<file path="src/rtl/tlbf_pkg.sv">
package tlbf_pkg;

    localparam int PidWidth   = 16;
    localparam int PageWidth  = 16;
    localparam int FrameWidth = 16;
    localparam int CountWidth = 32;
    localparam int LimitWidth = 5;
    localparam int AddrWidth  = 3;
    localparam int DataWidth  = 32;

    // register byte addresses
    localparam logic [AddrWidth-1:0] ADDR_ENABLE = 3'd0;
    localparam logic [AddrWidth-1:0] ADDR_LIMIT  = 3'd4;

    localparam logic                  ENABLE_RESET = 1'b1;
    localparam logic [LimitWidth-1:0] LIMIT_RESET  = 5'd16;

    // item kinds
    localparam logic KIND_ACCESS = 1'b0;
    localparam logic KIND_FLUSH  = 1'b1;

    typedef enum logic {
        ST_IDLE,
        ST_COMPACT
    } t_state;

    typedef enum logic [2:0] {
        OP_HOLD,
        OP_APPEND,
        OP_EVICT_APPEND,
        OP_FLUSH_MARK,
        OP_COMPACT
    } t_cell_op;

    typedef struct packed {
        logic [PidWidth-1:0]   pid;
        logic [PageWidth-1:0]  page;
        logic [FrameWidth-1:0] frame;
    } t_entry;

    // broadcast to every cell of the row
    typedef struct packed {
        t_cell_op op;
        t_entry   entry;
    } t_cell_ctl;

endpackage

</file>
<file path="src/rtl/tlbf_cell.sv">
module tlbf_cell (
    input  logic              i_clk,
    input  logic              i_rst_n,
    input  tlbf_pkg::t_cell_ctl i_ctl,
    input  logic              i_prev_valid,
    input  logic              i_next_valid,
    input  tlbf_pkg::t_entry  i_next_entry,
    output logic              o_valid,
    output tlbf_pkg::t_entry  o_entry,
    output logic              o_match
);

    logic             r_valid;
    logic             n_valid;
    tlbf_pkg::t_entry r_entry;
    tlbf_pkg::t_entry n_entry;

    always_comb begin
        n_valid = r_valid;
        n_entry = r_entry;
        case (i_ctl.op)
            tlbf_pkg::OP_APPEND: begin
                // first free slot takes the new translation
                if (!r_valid && i_prev_valid) begin
                    n_valid = 1'b1;
                    n_entry = i_ctl.entry;
                end
            end
            tlbf_pkg::OP_EVICT_APPEND: begin
                // whole row moves down one, tail takes the new translation
                if (r_valid) begin
                    n_entry = i_next_valid ? i_next_entry : i_ctl.entry;
                end
            end
            tlbf_pkg::OP_FLUSH_MARK: begin
                if (r_valid && (r_entry.pid == i_ctl.entry.pid)) begin
                    n_valid = 1'b0;
                end
            end
            tlbf_pkg::OP_COMPACT: begin
                // a hole pulls its upper neighbour down, holes rise
                if (!r_valid && i_next_valid) begin
                    n_valid = 1'b1;
                    n_entry = i_next_entry;
                end else if (r_valid && !i_prev_valid) begin
                    n_valid = 1'b0;
                end
            end
            default: begin
                n_valid = r_valid;
                n_entry = r_entry;
            end
        endcase
    end

    always_ff @(posedge i_clk) begin
        if (!i_rst_n) begin
            r_valid <= 1'b0;
        end else begin
            r_valid <= n_valid;
        end
    end

    always_ff @(posedge i_clk) begin
        r_entry <= n_entry;
    end

    assign o_valid = r_valid;
    assign o_entry = r_entry;
    assign o_match = r_valid && (r_entry == i_ctl.entry);

endmodule

</file>
<file path="src/rtl/fifo_tlb_with_process_flush_core.sv">
// translation buffer with oldest-first replacement and per-process flush
//
// input channel (i_in_valid / o_in_stall) carries one item per transfer:
// an access (page and frame lookup for a process) or a flush of a process.
// output channel (o_out_valid / i_out_stall) returns one result per item.
// configuration over the apb port: enable at 0x0, entry limit at 0x4.
//
// an access is looked up against every cell in the cycle it is taken and
// its result is registered, so it appears in the next cycle; accesses run at
// one per cycle while the receiver keeps up and no flush is in progress.
// a flush clears the matching cells in the cycle it is taken, then the row
// closes up: each hole rises by one cell a cycle until no valid cell sits
// above an empty one, and then the flush result is loaded; no item is
// taken meanwhile.
// while a result waits under stall, a new item is taken only in the cycle
// that result leaves; otherwise the input stalls as well.
// synchronous reset empties the buffer, clears both counters, enables the
// buffer and sets the limit to 16.
module fifo_tlb_with_process_flush_core #(
    parameter int MAX_ENTRIES = 16
) (
    input  logic                               i_clk,
    input  logic                               i_rst_n,
    // input channel
    input  logic                               i_in_valid,
    output logic                               o_in_stall,
    input  logic                               i_kind,
    input  logic [tlbf_pkg::PidWidth-1:0]      i_process_id,
    input  logic [tlbf_pkg::PageWidth-1:0]     i_page_number,
    input  logic [tlbf_pkg::FrameWidth-1:0]    i_frame_number,
    // output channel
    output logic                               o_out_valid,
    input  logic                               i_out_stall,
    output logic                               o_hit,
    output logic                               o_evicted,
    output logic [tlbf_pkg::PageWidth-1:0]     o_evicted_page,
    output logic [tlbf_pkg::CountWidth-1:0]    o_hit_total,
    output logic [tlbf_pkg::CountWidth-1:0]    o_access_total,
    // configuration
    input  logic                               psel,
    input  logic                               penable,
    input  logic                               pwrite,
    input  logic [tlbf_pkg::AddrWidth-1:0]     paddr,
    input  logic [tlbf_pkg::DataWidth-1:0]     pwdata,
    output logic [tlbf_pkg::DataWidth-1:0]     prdata,
    output logic                               pready
);

    localparam int IdxWidth = (MAX_ENTRIES > 1) ? $clog2(MAX_ENTRIES) : 1;
    localparam int LimExt   = 7;

    // control state
    tlbf_pkg::t_state r_state;
    tlbf_pkg::t_state n_state;

    // configuration registers
    logic                              r_enable;
    logic [tlbf_pkg::LimitWidth-1:0]   r_limit;

    // counters
    logic [tlbf_pkg::CountWidth-1:0]   r_hit_cnt;
    logic [tlbf_pkg::CountWidth-1:0]   r_acc_cnt;

    // result register
    logic                              r_out_valid;
    logic                              r_hit;
    logic                              r_evicted;
    logic [tlbf_pkg::PageWidth-1:0]    r_ev_page;

    // row of cells
    logic                              w_valid [MAX_ENTRIES];
    tlbf_pkg::t_entry                  w_entry [MAX_ENTRIES];
    logic [MAX_ENTRIES-1:0]            w_match;
    logic [MAX_ENTRIES-1:0]            w_hole;
    tlbf_pkg::t_cell_op                w_op;
    tlbf_pkg::t_cell_ctl               w_ctl;

    logic                              w_in_acc;
    logic                              w_cfg_wr;
    logic                              w_any_hit;
    logic                              w_holes;
    logic                              w_evict;
    logic [IdxWidth-1:0]               w_lim_idx;
    logic [LimExt-1:0]                 w_lim_ext;

    // datapath controls from the output block
    logic                              w_load;
    logic                              w_ld_hit;
    logic                              w_ld_evicted;
    logic                              w_cnt_access;
    logic                              w_cnt_hit;

    assign w_in_acc = i_in_valid && !o_in_stall;
    assign w_cfg_wr = psel && penable && pwrite && pready;

    // ------------------------------------------------------------------
    // cell row
    // ------------------------------------------------------------------
    assign w_ctl = '{op: w_op,
                     entry: '{pid: i_process_id, page: i_page_number,
                              frame: i_frame_number}};

    for (genvar g = 0; g < MAX_ENTRIES; g++) begin : g_cell
        logic             w_prev_valid;
        logic             w_next_valid;
        tlbf_pkg::t_entry w_next_entry;

        if (g == 0) begin : g_first
            // the oldest cell never moves down
            assign w_prev_valid = 1'b1;
        end else begin : g_mid
            assign w_prev_valid = w_valid[g-1];
        end

        if (g == MAX_ENTRIES - 1) begin : g_last
            assign w_next_valid = 1'b0;
            assign w_next_entry = '0;
            assign w_hole[g]    = 1'b0;
        end else begin : g_inner
            assign w_next_valid = w_valid[g+1];
            assign w_next_entry = w_entry[g+1];
            assign w_hole[g]    = !w_valid[g] && w_valid[g+1];
        end

        tlbf_cell u_cell (
            .i_clk        (i_clk),
            .i_rst_n      (i_rst_n),
            .i_ctl        (w_ctl),
            .i_prev_valid (w_prev_valid),
            .i_next_valid (w_next_valid),
            .i_next_entry (w_next_entry),
            .o_valid      (w_valid[g]),
            .o_entry      (w_entry[g]),
            .o_match      (w_match[g])
        );
    end

    assign w_any_hit = |w_match;
    // a valid cell above an empty one means the row is not yet closed up
    assign w_holes   = |w_hole;

    // effective limit, clamped to 1..MAX_ENTRIES, as a cell index
    assign w_lim_ext = LimExt'(r_limit);

    always_comb begin
        if (w_lim_ext == '0) begin
            w_lim_idx = '0;
        end else if (w_lim_ext > LimExt'(MAX_ENTRIES)) begin
            w_lim_idx = IdxWidth'(MAX_ENTRIES - 1);
        end else begin
            w_lim_idx = IdxWidth'(w_lim_ext - LimExt'(1));
        end
    end

    // count has reached the limit when the limit's last cell is in use
    assign w_evict = w_valid[w_lim_idx];

    // ------------------------------------------------------------------
    // sequencer: next state
    // ------------------------------------------------------------------
    always_comb begin
        n_state = r_state;
        case (r_state)
            tlbf_pkg::ST_IDLE: begin
                if (w_in_acc && (i_kind == tlbf_pkg::KIND_FLUSH)) begin
                    n_state = tlbf_pkg::ST_COMPACT;
                end
            end
            tlbf_pkg::ST_COMPACT: begin
                if (!w_holes) begin
                    n_state = tlbf_pkg::ST_IDLE;
                end
            end
            default: begin
                n_state = tlbf_pkg::ST_IDLE;
            end
        endcase
    end

    // ------------------------------------------------------------------
    // sequencer: outputs
    // ------------------------------------------------------------------
    always_comb begin
        o_in_stall   = 1'b1;
        w_op         = tlbf_pkg::OP_HOLD;
        w_load       = 1'b0;
        w_ld_hit     = 1'b0;
        w_ld_evicted = 1'b0;
        w_cnt_access = 1'b0;
        w_cnt_hit    = 1'b0;
        case (r_state)
            tlbf_pkg::ST_IDLE: begin
                // take an item when the result register is free or emptying
                o_in_stall = r_out_valid && i_out_stall;
                if (i_in_valid && !o_in_stall) begin
                    if (i_kind == tlbf_pkg::KIND_FLUSH) begin
                        w_op = tlbf_pkg::OP_FLUSH_MARK;
                    end else begin
                        w_load = 1'b1;
                        if (r_enable) begin
                            w_cnt_access = 1'b1;
                            if (w_any_hit) begin
                                w_ld_hit  = 1'b1;
                                w_cnt_hit = 1'b1;
                            end else if (w_evict) begin
                                w_ld_evicted = 1'b1;
                                w_op         = tlbf_pkg::OP_EVICT_APPEND;
                            end else begin
                                w_op = tlbf_pkg::OP_APPEND;
                            end
                        end
                    end
                end
            end
            tlbf_pkg::ST_COMPACT: begin
                if (w_holes) begin
                    w_op = tlbf_pkg::OP_COMPACT;
                end else begin
                    // row closed up: flush result
                    w_load = 1'b1;
                end
            end
            default: begin
                o_in_stall = 1'b1;
            end
        endcase
    end

    always_ff @(posedge i_clk) begin
        if (!i_rst_n) begin
            r_state <= tlbf_pkg::ST_IDLE;
        end else begin
            r_state <= n_state;
        end
    end

    // ------------------------------------------------------------------
    // saturating counters
    // ------------------------------------------------------------------
    always_ff @(posedge i_clk) begin
        if (!i_rst_n) begin
            r_hit_cnt <= '0;
            r_acc_cnt <= '0;
        end else begin
            if (w_cnt_hit && (r_hit_cnt != '1)) begin
                r_hit_cnt <= r_hit_cnt + 1'b1;
            end
            if (w_cnt_access && (r_acc_cnt != '1)) begin
                r_acc_cnt <= r_acc_cnt + 1'b1;
            end
        end
    end

    // ------------------------------------------------------------------
    // result register
    // ------------------------------------------------------------------
    always_ff @(posedge i_clk) begin
        if (!i_rst_n) begin
            r_out_valid <= 1'b0;
        end else if (w_load) begin
            r_out_valid <= 1'b1;
        end else if (!i_out_stall) begin
            r_out_valid <= 1'b0;
        end
    end

    always_ff @(posedge i_clk) begin
        if (w_load) begin
            r_hit     <= w_ld_hit;
            r_evicted <= w_ld_evicted;
            // oldest cell holds the page that is pushed out
            r_ev_page <= w_ld_evicted ? w_entry[0].page : '0;
        end
    end

    assign o_out_valid    = r_out_valid;
    assign o_hit          = r_hit;
    assign o_evicted      = r_evicted;
    assign o_evicted_page = r_ev_page;
    // counters only move when a new result is loaded, so they match it
    assign o_hit_total    = r_hit_cnt;
    assign o_access_total = r_acc_cnt;

    // ------------------------------------------------------------------
    // configuration port
    // ------------------------------------------------------------------
    always_ff @(posedge i_clk) begin
        if (!i_rst_n) begin
            r_enable <= tlbf_pkg::ENABLE_RESET;
            r_limit  <= tlbf_pkg::LIMIT_RESET;
        end else if (w_cfg_wr) begin
            case (paddr)
                tlbf_pkg::ADDR_ENABLE: r_enable <= pwdata[0];
                tlbf_pkg::ADDR_LIMIT:  r_limit  <= pwdata[tlbf_pkg::LimitWidth-1:0];
                default: begin
                    r_enable <= r_enable;
                end
            endcase
        end
    end

    always_comb begin
        case (paddr)
            tlbf_pkg::ADDR_ENABLE: prdata = {{(tlbf_pkg::DataWidth-1){1'b0}}, r_enable};
            tlbf_pkg::ADDR_LIMIT:
                prdata = {{(tlbf_pkg::DataWidth-tlbf_pkg::LimitWidth){1'b0}}, r_limit};
            default: prdata = '0;
        endcase
    end

    assign pready = 1'b1;

    // ------------------------------------------------------------------
    // assertions
    // ------------------------------------------------------------------
    // the row is packed whenever items may be taken
    a_packed_when_idle: assert property (
        @(posedge i_clk) disable iff (!i_rst_n)
        (r_state == tlbf_pkg::ST_IDLE) |-> !w_holes
    ) else $error("cell row has a hole while idle");

    // hits are a subset of counted accesses
    a_hits_bounded: assert property (
        @(posedge i_clk) disable iff (!i_rst_n)
        r_hit_cnt <= r_acc_cnt
    ) else $error("hit count exceeds access count");

    // an access transfer yields its result in the next cycle
    a_access_latency: assert property (
        @(posedge i_clk) disable iff (!i_rst_n)
        (w_in_acc && (i_kind == tlbf_pkg::KIND_ACCESS)) |=> r_out_valid
    ) else $error("access result missing");

    // a hit never evicts
    a_hit_no_evict: assert property (
        @(posedge i_clk) disable iff (!i_rst_n)
        r_out_valid |-> !(r_hit && r_evicted)
    ) else $error("result flags both hit and eviction");

endmodule

</file>
<file path="config.mk">
export PLATFORM = sky130hd
export DESIGN_NAME = fifo_tlb_with_process_flush_core
export DESIGN_NICKNAME = d
export VERILOG_FILES = /design/src/rtl/tlbf_pkg.sv /design/src/rtl/tlbf_cell.sv /design/src/rtl/fifo_tlb_with_process_flush_core.sv
export SDC_FILE = /design/constraint.sdc
export NUM_CORES = 2
export LEC_CHECK = 0
export ABC_CLOCK_PERIOD_IN_PS = 9020
export BUFFER_PORTS_ARGS = -buffer_cell sky130_fd_sc_hd__clkbuf_2
export CORE_UTILIZATION = 45
export CTS_BUF_LIST = sky130_fd_sc_hd__clkbuf_8
export CTS_CLUSTER_SIZE = 30
export DETAILED_ROUTE_END_ITERATION = 10
export PLACE_DENSITY = 0.59
export REMOVE_ABC_BUFFERS = 1
export SLEW_MARGIN = 25
export SYNTH_ARGS = -nofsm -noshare
export SYNTH_HDL_FRONTEND = slang
export SYNTH_SLANG_ARGS = --single-unit
</file>
<file path="constraint.sdc">
create_clock -name i_clk -period 9.02 [get_ports i_clk]
set_clock_uncertainty 0.15 [all_clocks]
set_input_delay 0.451 -clock i_clk [delete_from_list [all_inputs] [get_ports i_clk]]
set_output_delay 0.451 -clock i_clk [all_outputs]
set_load 0.02 [all_outputs]
</file>
Word-level counts from Yosys, hierarchy flattened

Cells that the tools add are included.

Div/mod/pow operators: 0
Bitwise gates (word level): 2
Add/sub/neg operators: 3
Muxes and demuxes: 193
Shifts and indexed selects: 0
$mul: 0
Order comparisons: 2
Equal/unequal tests: 117
Reductions and logical operators: 129

Operators with widths:

| kind                    | count |
|---|---|
| $mux W48                | 62 |
| $pmux W48 S3            | 15 |
| $eq A48 B48 Y1          | 16 |
| $eq A16 B16 Y1          | 16 |
| $reduce_and A4 Y1       | 30 |
| $ne A2 B1 Y1 const B    | 48 |
| $pmux W48 S2            | 1 |
| $mux W1                 | 86 |
| $logic_and A1 B1 Y1     | 70 |
| $add A32 B1 Y32 const B | 2 |
| $ne A32 B32 Y1 const B  | 2 |
| $pmux W1 S3             | 16 |
| $ne A3 B3 Y1 const B    | 14 |
| $ne A2 B2 Y1 const B    | 16 |
| $logic_not A1 Y1        | 18 |
| $reduce_or A16 Y1       | 1 |
| $reduce_or A15 Y1       | 1 |
| $mux W2                 | 5 |
| $pmux W5 S2             | 1 |
| $mux W4                 | 2 |
| $logic_not A7 Y1        | 1 |
| $eq A3 B2 Y1 const B    | 2 |
| $eq A3 B3 Y1 const B    | 2 |
| $pmux W3 S2             | 1 |
| 14 further kinds        | 18 |

Memories: 0
Bits in writable memories: 0
Logic and storage cells: 519
Output and inout port bits: 117
Register bits after elaboration: 874
Bits in read-only memories: 0
Bits in latches: 0
Input port bits: 91

Logic depth before layout (Yosys ltp)

Depth after elaboration: 16
Depth in mapped cells: 15
Mapped depth without buffers: 11

Hierarchy

Synthesis repeated with hierarchy kept, for this count alone.

Cells, all modules: 3,616
Area total of the unflattened synthesis: 49,701.4 µm²

By module, submodules not included:

| module                            | cells an instance | area each (µm²) | times used | sequential area each (µm²) |
|---|---|---|---|---|
| tlbf_cell at g_cell[0].u_cell ... | 190               | 2,817.7         | 13         | 1,461.4 |
| tlbf_cell at g_cell[7].u_cell ... | 189               | 2,683.8         | 3          | 1,461.4 |
| fifo_tlb_with_process_flush_core  | 579               | 5,019.8         | 1          | 1,981.9 |

Worst setup path before layout

Ideal clock, no wire load.

Path kind: flip-flop to flip-flop
Start point: reg r_limit[0] (netlist bit)
End point: reg g_cell[2].u_cell.r_entry (netlist bit g_cell[2].u_cell.o_entry[0]) (enable)
Period minus slack after synthesis: 6,805 ps
Path buffers: 2
Required time: 8,343 ps
Data arrival time: 6,128 ps
Cell stages (with the launch flop): 13
Path slack: 2,215 ps
Library setup time: 527 ps
Path through: dfxtp_1 -> inv_1 -> ha_1 -> or3b_1 -> clkbuf_1 -> nand2_1 -> or4bb_1 -> a31oi_1 -> o41a_2 -> nand3_1 -> clkbuf_1 -> o221ai_1 -> a21boi_0

Longest elaborated chain between the ends: 16
Elaborated cells on any way between the ends: 23
Those cells by class: 1 x add/sub; 1 x order compare; 6 x eq/ne; 11 x mux; 1 x bitwise; 3 x reduce/logical

RTL lines:

| element                                              | line                                                                             | RTL |
|---|---|---|
| start: declaration                                   | fifo_tlb_with_process_flush_core.sv:58                                           | `logic [tlbf_pkg::LimitWidth-1:0] r_limit;` |
| start signal: assignment                             | fifo_tlb_with_process_flush_core.sv:290                                          | `r_limit <= tlbf_pkg::LIMIT_RESET;` |
| start signal: assignment                             | fifo_tlb_with_process_flush_core.sv:294                                          | `tlbf_pkg::ADDR_LIMIT: r_limit <= pwdata[tlbf_pkg::LimitWidth-1:0];` |
| $sub A4 B1 Y4 or $gt A5 B5 Y1 (tied branches)        | fifo_tlb_with_process_flush_core.sv:151, fifo_tlb_with_process_flush_core.sv:148 |  |
| $mux W4                                              | fifo_tlb_with_process_flush_core.sv:148                                          | `end else if (w_lim_ext > LimExt'(MAX_ENTRIES)) begin` |
| $mux W4 (*)                                          | fifo_tlb_with_process_flush_core.sv:146                                          | `if (w_lim_ext == '0) begin` |
| $not A4 Y5 (implied by the code) (*)                 | fifo_tlb_with_process_flush_core.sv:156                                          | `assign w_evict = w_valid[w_lim_idx];` |
| $bmux W1 S4 (*)                                      | fifo_tlb_with_process_flush_core.sv:156                                          |  |
| $mux W1 (implied by the code) (*) (2 in series)      | fifo_tlb_with_process_flush_core.sv:156                                          |  |
| $mux W2 (*)                                          | fifo_tlb_with_process_flush_core.sv:205                                          | `end else if (w_evict) begin` |
| $mux W2 (*)                                          | fifo_tlb_with_process_flush_core.sv:202                                          | `if (w_any_hit) begin` |
| $mux W2 (*)                                          | fifo_tlb_with_process_flush_core.sv:200                                          | `if (r_enable) begin` |
| $mux W2 (*)                                          | fifo_tlb_with_process_flush_core.sv:196                                          | `if (i_kind == tlbf_pkg::KIND_FLUSH) begin` |
| $mux W2 (*)                                          | fifo_tlb_with_process_flush_core.sv:195                                          | `if (i_in_valid && !o_in_stall) begin` |
| $pmux W3 S2 (*)                                      | fifo_tlb_with_process_flush_core.sv:191                                          | `case (r_state)` |
| $eq A3 B2 Y1, or another cell as far along           | tlbf_cell.sv:21                                                                  | `case (i_ctl.op)` |
| $ne A2 B1 Y1 (no line), or another cell as far along | --                                                                               |  |
| $reduce_and A4 Y1 (no line) (*)                      | --                                                                               |  |
| end signal: assignment                               | tlbf_cell.sv:65                                                                  | `r_entry <= n_entry;` |
| end: declaration                                     | tlbf_cell.sv:15                                                                  | `tlbf_pkg::t_entry r_entry;` |

Every way passes the cells marked *; elsewhere a longest branch is shown, timed or not. The select of a mux whose other input is x is not followed.
A chain may end at the register's enable or synchronous reset.

==> results summary <==
After floorplanning, the core was sized to cover a little over 0.1 sq mm. The cell row count came out at around 120. For the pin with the worst max-slew slack, the measured transition is 1.161 ns. Ranked by total cell area, the synthesized netlist is headed by sky130_fd_sc_hd__edfxtp_1, sky130_fd_sc_hd__o2bb2ai_1, sky130_fd_sc_hd__xnor2_1. The count of buffers added by post-CTS timing repair for setup is 0. The final core utilization came out at 0.5027.

STA classifies the critical path endpoint as a flop. The worst hold margin is roughly 0.095 ns. The leakage power summed over all cells came out at around 15 nW. The number of hold-slack violations in the final timing report was 0. The number of clock sinks came out at roughly 870. The remaining number of nets flagged by the antenna check after routing is 0. The period utilization came out at 0.5877.

The library cell used most frequently in the layout, excluding fill and tap cells, is sky130_fd_sc_hd__edfxtp_1. The level count of the clock H-tree came out at 4. At the placement stage, the worst setup path has a slack of 2.704 ns. The floorplan die area is around 0.10 sq mm.

The arrival time reported for the critical path endpoint is roughly 5.7 ns. The clock latency on the worst-skew pair is between 0.8 and 0.9 ns. The number of buffers inserted for hold repair after clock tree synthesis is 17. In this run the deepest clock path goes through 3 buffers. The detailed router's first-iteration violation count came out at approximately 1700. The overall fraction of global-route tracks in use came out at 0.2254. The post-detailed-route via-to-cell ratio came out at roughly 5.6. The worst hold path belongs to the class in2reg.

TritonCTS built the clock tree. The count of flip-flops with a built-in enable after synthesis came out at between 700 and 800. The data required time of the worst path came out at ~9.4 ns. The number of antenna violations at the first check in global routing was 1. The critical path is of the in2reg type. The launching element type of the critical path is an input pin.

Setup repair after global routing left no endpoint under its margin. The share of the synthesized area in the top cell type came out at 0.5076. Measured against its own limit, the worst slew margin works out to 0.2192. The die boundary height came out at ~320 um. The overall overflow remaining after global route is 0. In this run the worst path has a maximum fanout of 32. For this run, the post-layout net count is between 3000 and 4000. During synthesis, Yosys emitted a total of 0 warnings. The synthesis-stage register bit count is ~870. The starting density of the core came out at 0.4557. The power consumption is 9.133 mW. The routed wire length per instance is around 23 um. The cell area after placement is a little under 0.05 sq mm. The async set-reset flop share out of synthesis is 0.

The number of slew-limit violations in the final report came out at 0. The number of cells after detailed placement came out at around 5000. Post-CTS repair changed the size of 0 cells. The number of setup violations in the final report is 0.

The via count of the first global-routing pass came out at around 29000. The worst-case setup margin in the final layout is ~3.7 ns. The layout overhead on the synthesized area came out at 10.31%. The worst-case vdd ir drop came out at ~0.14 mV. In this run the clock root is driven by a sky130_fd_sc_hd__clkbuf_8. The library cell occupying the most area in the post-synthesis netlist is sky130_fd_sc_hd__edfxtp_1.

The total of buffers placed on input and output ports is 152. The maximum number of pins on one net before global-route repair is 58. The synthesized netlist contains 75 unique library cells. The most used flip-flop cell after synthesis is sky130_fd_sc_hd__edfxtp_1. In the layout the commonest cells are sky130_fd_sc_hd__edfxtp_1, sky130_fd_sc_hd__o2bb2ai_1, sky130_fd_sc_hd__xnor2_1. The number of violations of the max-capacitance limit is 0.

The flow ran to the end, and the final reports show no timing, DRC or antenna violations. The cell area that synthesis handed to floorplanning was 0.04650 sq mm. The total detailed-routing wirelength came out at about 120 mm. Pin placement for this block handled 208 I/O pins. The post-route minimum period came out at around 5.3 ns. The number of optimization iterations in the first detailed-route pass is 5. The horizontal extent of the die is roughly 320 um.

The mean post-synth cell area is ~12 sq um. The power density normalized to cell area came out at roughly 180 mW/mm^2. The clock-pin slew reported for the worst setup and hold paths after clock tree synthesis came out at ~0.06 ns.

The sum of negative setup slack came out at 0 ns. The first-pass GRT wire length came out at ~180 mm. In the routed design, unresolved DRC markers number 0. In the final layout, the share of cells above drive strength 1 is 0.1231.

After routing the design area is between 0.05 and 0.06 sq mm. The highest achievable clock rate came out at ~190 MHz. The number of instances in the synthesized netlist is roughly 3700. The detailed-route via count came out at between 20000 and 30000. The routability congestion estimate came out at 0.9583. The share of the yosys chip area belonging to registers is 0.5455. Once detailed placement completed, the half-perimeter wirelength came to 93.26 mm.

The count of placed standard cells in the final layout, fillers left out came out at roughly 5300. The number of buffers inserted during clock tree synthesis is 157.
-- per-layer routing --
metal	routed length [um]	share of wire	GRT usage
met1	55620	0.47	0.3112
met4	4731	0.040	0.1023
met2	52490	0.44	0.3473
met3	6149	0.052	0.03775
met5	0	0	0
-- synthesized netlist by cell type, types with 10 or more instances --
master / number
sky130_fd_sc_hd__xor2_1: 77
sky130_fd_sc_hd__nor4_1: 54
sky130_fd_sc_hd__buf_4: 152
sky130_fd_sc_hd__or3_1: 13
sky130_fd_sc_hd__nand2b_1: 22
sky130_fd_sc_hd__buf_2: 88
sky130_fd_sc_hd__or4_1: 20
sky130_fd_sc_hd__clkbuf_1: 110
sky130_fd_sc_hd__mux2i_1: 30
sky130_fd_sc_hd__nor2_1: 89
sky130_fd_sc_hd__nand2_1: 157
sky130_fd_sc_hd__buf_1: 11
sky130_fd_sc_hd__edfxtp_1: 786
sky130_fd_sc_hd__or3b_2: 10
sky130_fd_sc_hd__o21ai_0: 23
sky130_fd_sc_hd__and4_1: 10
sky130_fd_sc_hd__and2_1: 24
sky130_fd_sc_hd__nor3_1: 31
sky130_fd_sc_hd__nand3_1: 62
sky130_fd_sc_hd__a21oi_1: 41
sky130_fd_sc_hd__nand4_1: 228
sky130_fd_sc_hd__inv_1: 40
sky130_fd_sc_hd__dfxtp_1: 88
sky130_fd_sc_hd__and3_1: 21
sky130_fd_sc_hd__o2bb2ai_1: 721
sky130_fd_sc_hd__xnor2_1: 720
-- worst max-delay path, cell delays in order --
cell and delay [ns]:
sky130_fd_sc_hd__dlygate4sd3_1 0.52, sky130_fd_sc_hd__clkbuf_2 0.10, sky130_fd_sc_hd__buf_4 0.36, sky130_fd_sc_hd__xnor2_1 0.17
sky130_fd_sc_hd__nand4_1 0.11, sky130_fd_sc_hd__nor4_1 0.99, sky130_fd_sc_hd__nand4_1 0.53, sky130_fd_sc_hd__o2111ai_1 0.31
sky130_fd_sc_hd__nor4_4 0.17, sky130_fd_sc_hd__nand3b_4 0.59, sky130_fd_sc_hd__buf_4 0.60, sky130_fd_sc_hd__o21ai_4 0.26
sky130_fd_sc_hd__buf_16 0.26, sky130_fd_sc_hd__o2bb2ai_1 0.16
-- path summary, 6_finish.rpt --
path                                           start                                       to  slack [ns]  depth (start not counted)
max                                 i_page_number[9]  g_cell[12].u_cell.o_entry[31]$_DFFE_PP_        3.72                         14
min                                          i_rst_n              o_hit_total[3]$_SDFFE_PN0P_         0.1                          4
max reg2reg  g_cell[14].u_cell.o_entry[17]$_DFFE_PP_  g_cell[12].u_cell.o_entry[31]$_DFFE_PP_        3.86                         11
min reg2reg             o_hit_total[27]$_SDFFE_PN0P_             o_hit_total[27]$_SDFFE_PN0P_        0.34                          2
-- power by group --
part	internal (mW)	switching [mW]	total (mW)
registers	4.58	0.0516	4.63
clock network	1.74	1.66	3.41
logic	0.385	0.704	1.09
-- area by class of cell --
cell class                 instances  area [sq um]
clock inverter                   119         620.6
fill                            9137         50740
timing repair buffer             227          1814
sequential                       874         25360
clock buffer                     161          2216
inverter                          42         157.7
multi-input combinational       2493         19400
antenna                            1         2.502
tap                             1368          1712
-- logic make-up after synthesis --
family          count (synthesis)  share of synthesized area
simple gates                  763                    0.09023
fa+ha+maj                       3                  0.0008074
compound gates                871                     0.1580
xor+xnor                      797                     0.1501
flops                         874                     0.5455
other cells                     2                  0.0001615
mux                            31                   0.006943
buf+inv                       408                    0.04825
-- registers in the layout, indices dropped and copies added, names as in the netlist --
signal / cells
g_cell.u_cell.o_entry: 768
o_access_total: 32
o_hit_total: 32
g_cell.u_cell.o_valid: 16
o_evicted_page: 16
r_limit: 5
o_evicted: 1
o_hit: 1
o_out_valid: 1
r_enable: 1
r_state: 1
Power figures use the tool's default switching activity.
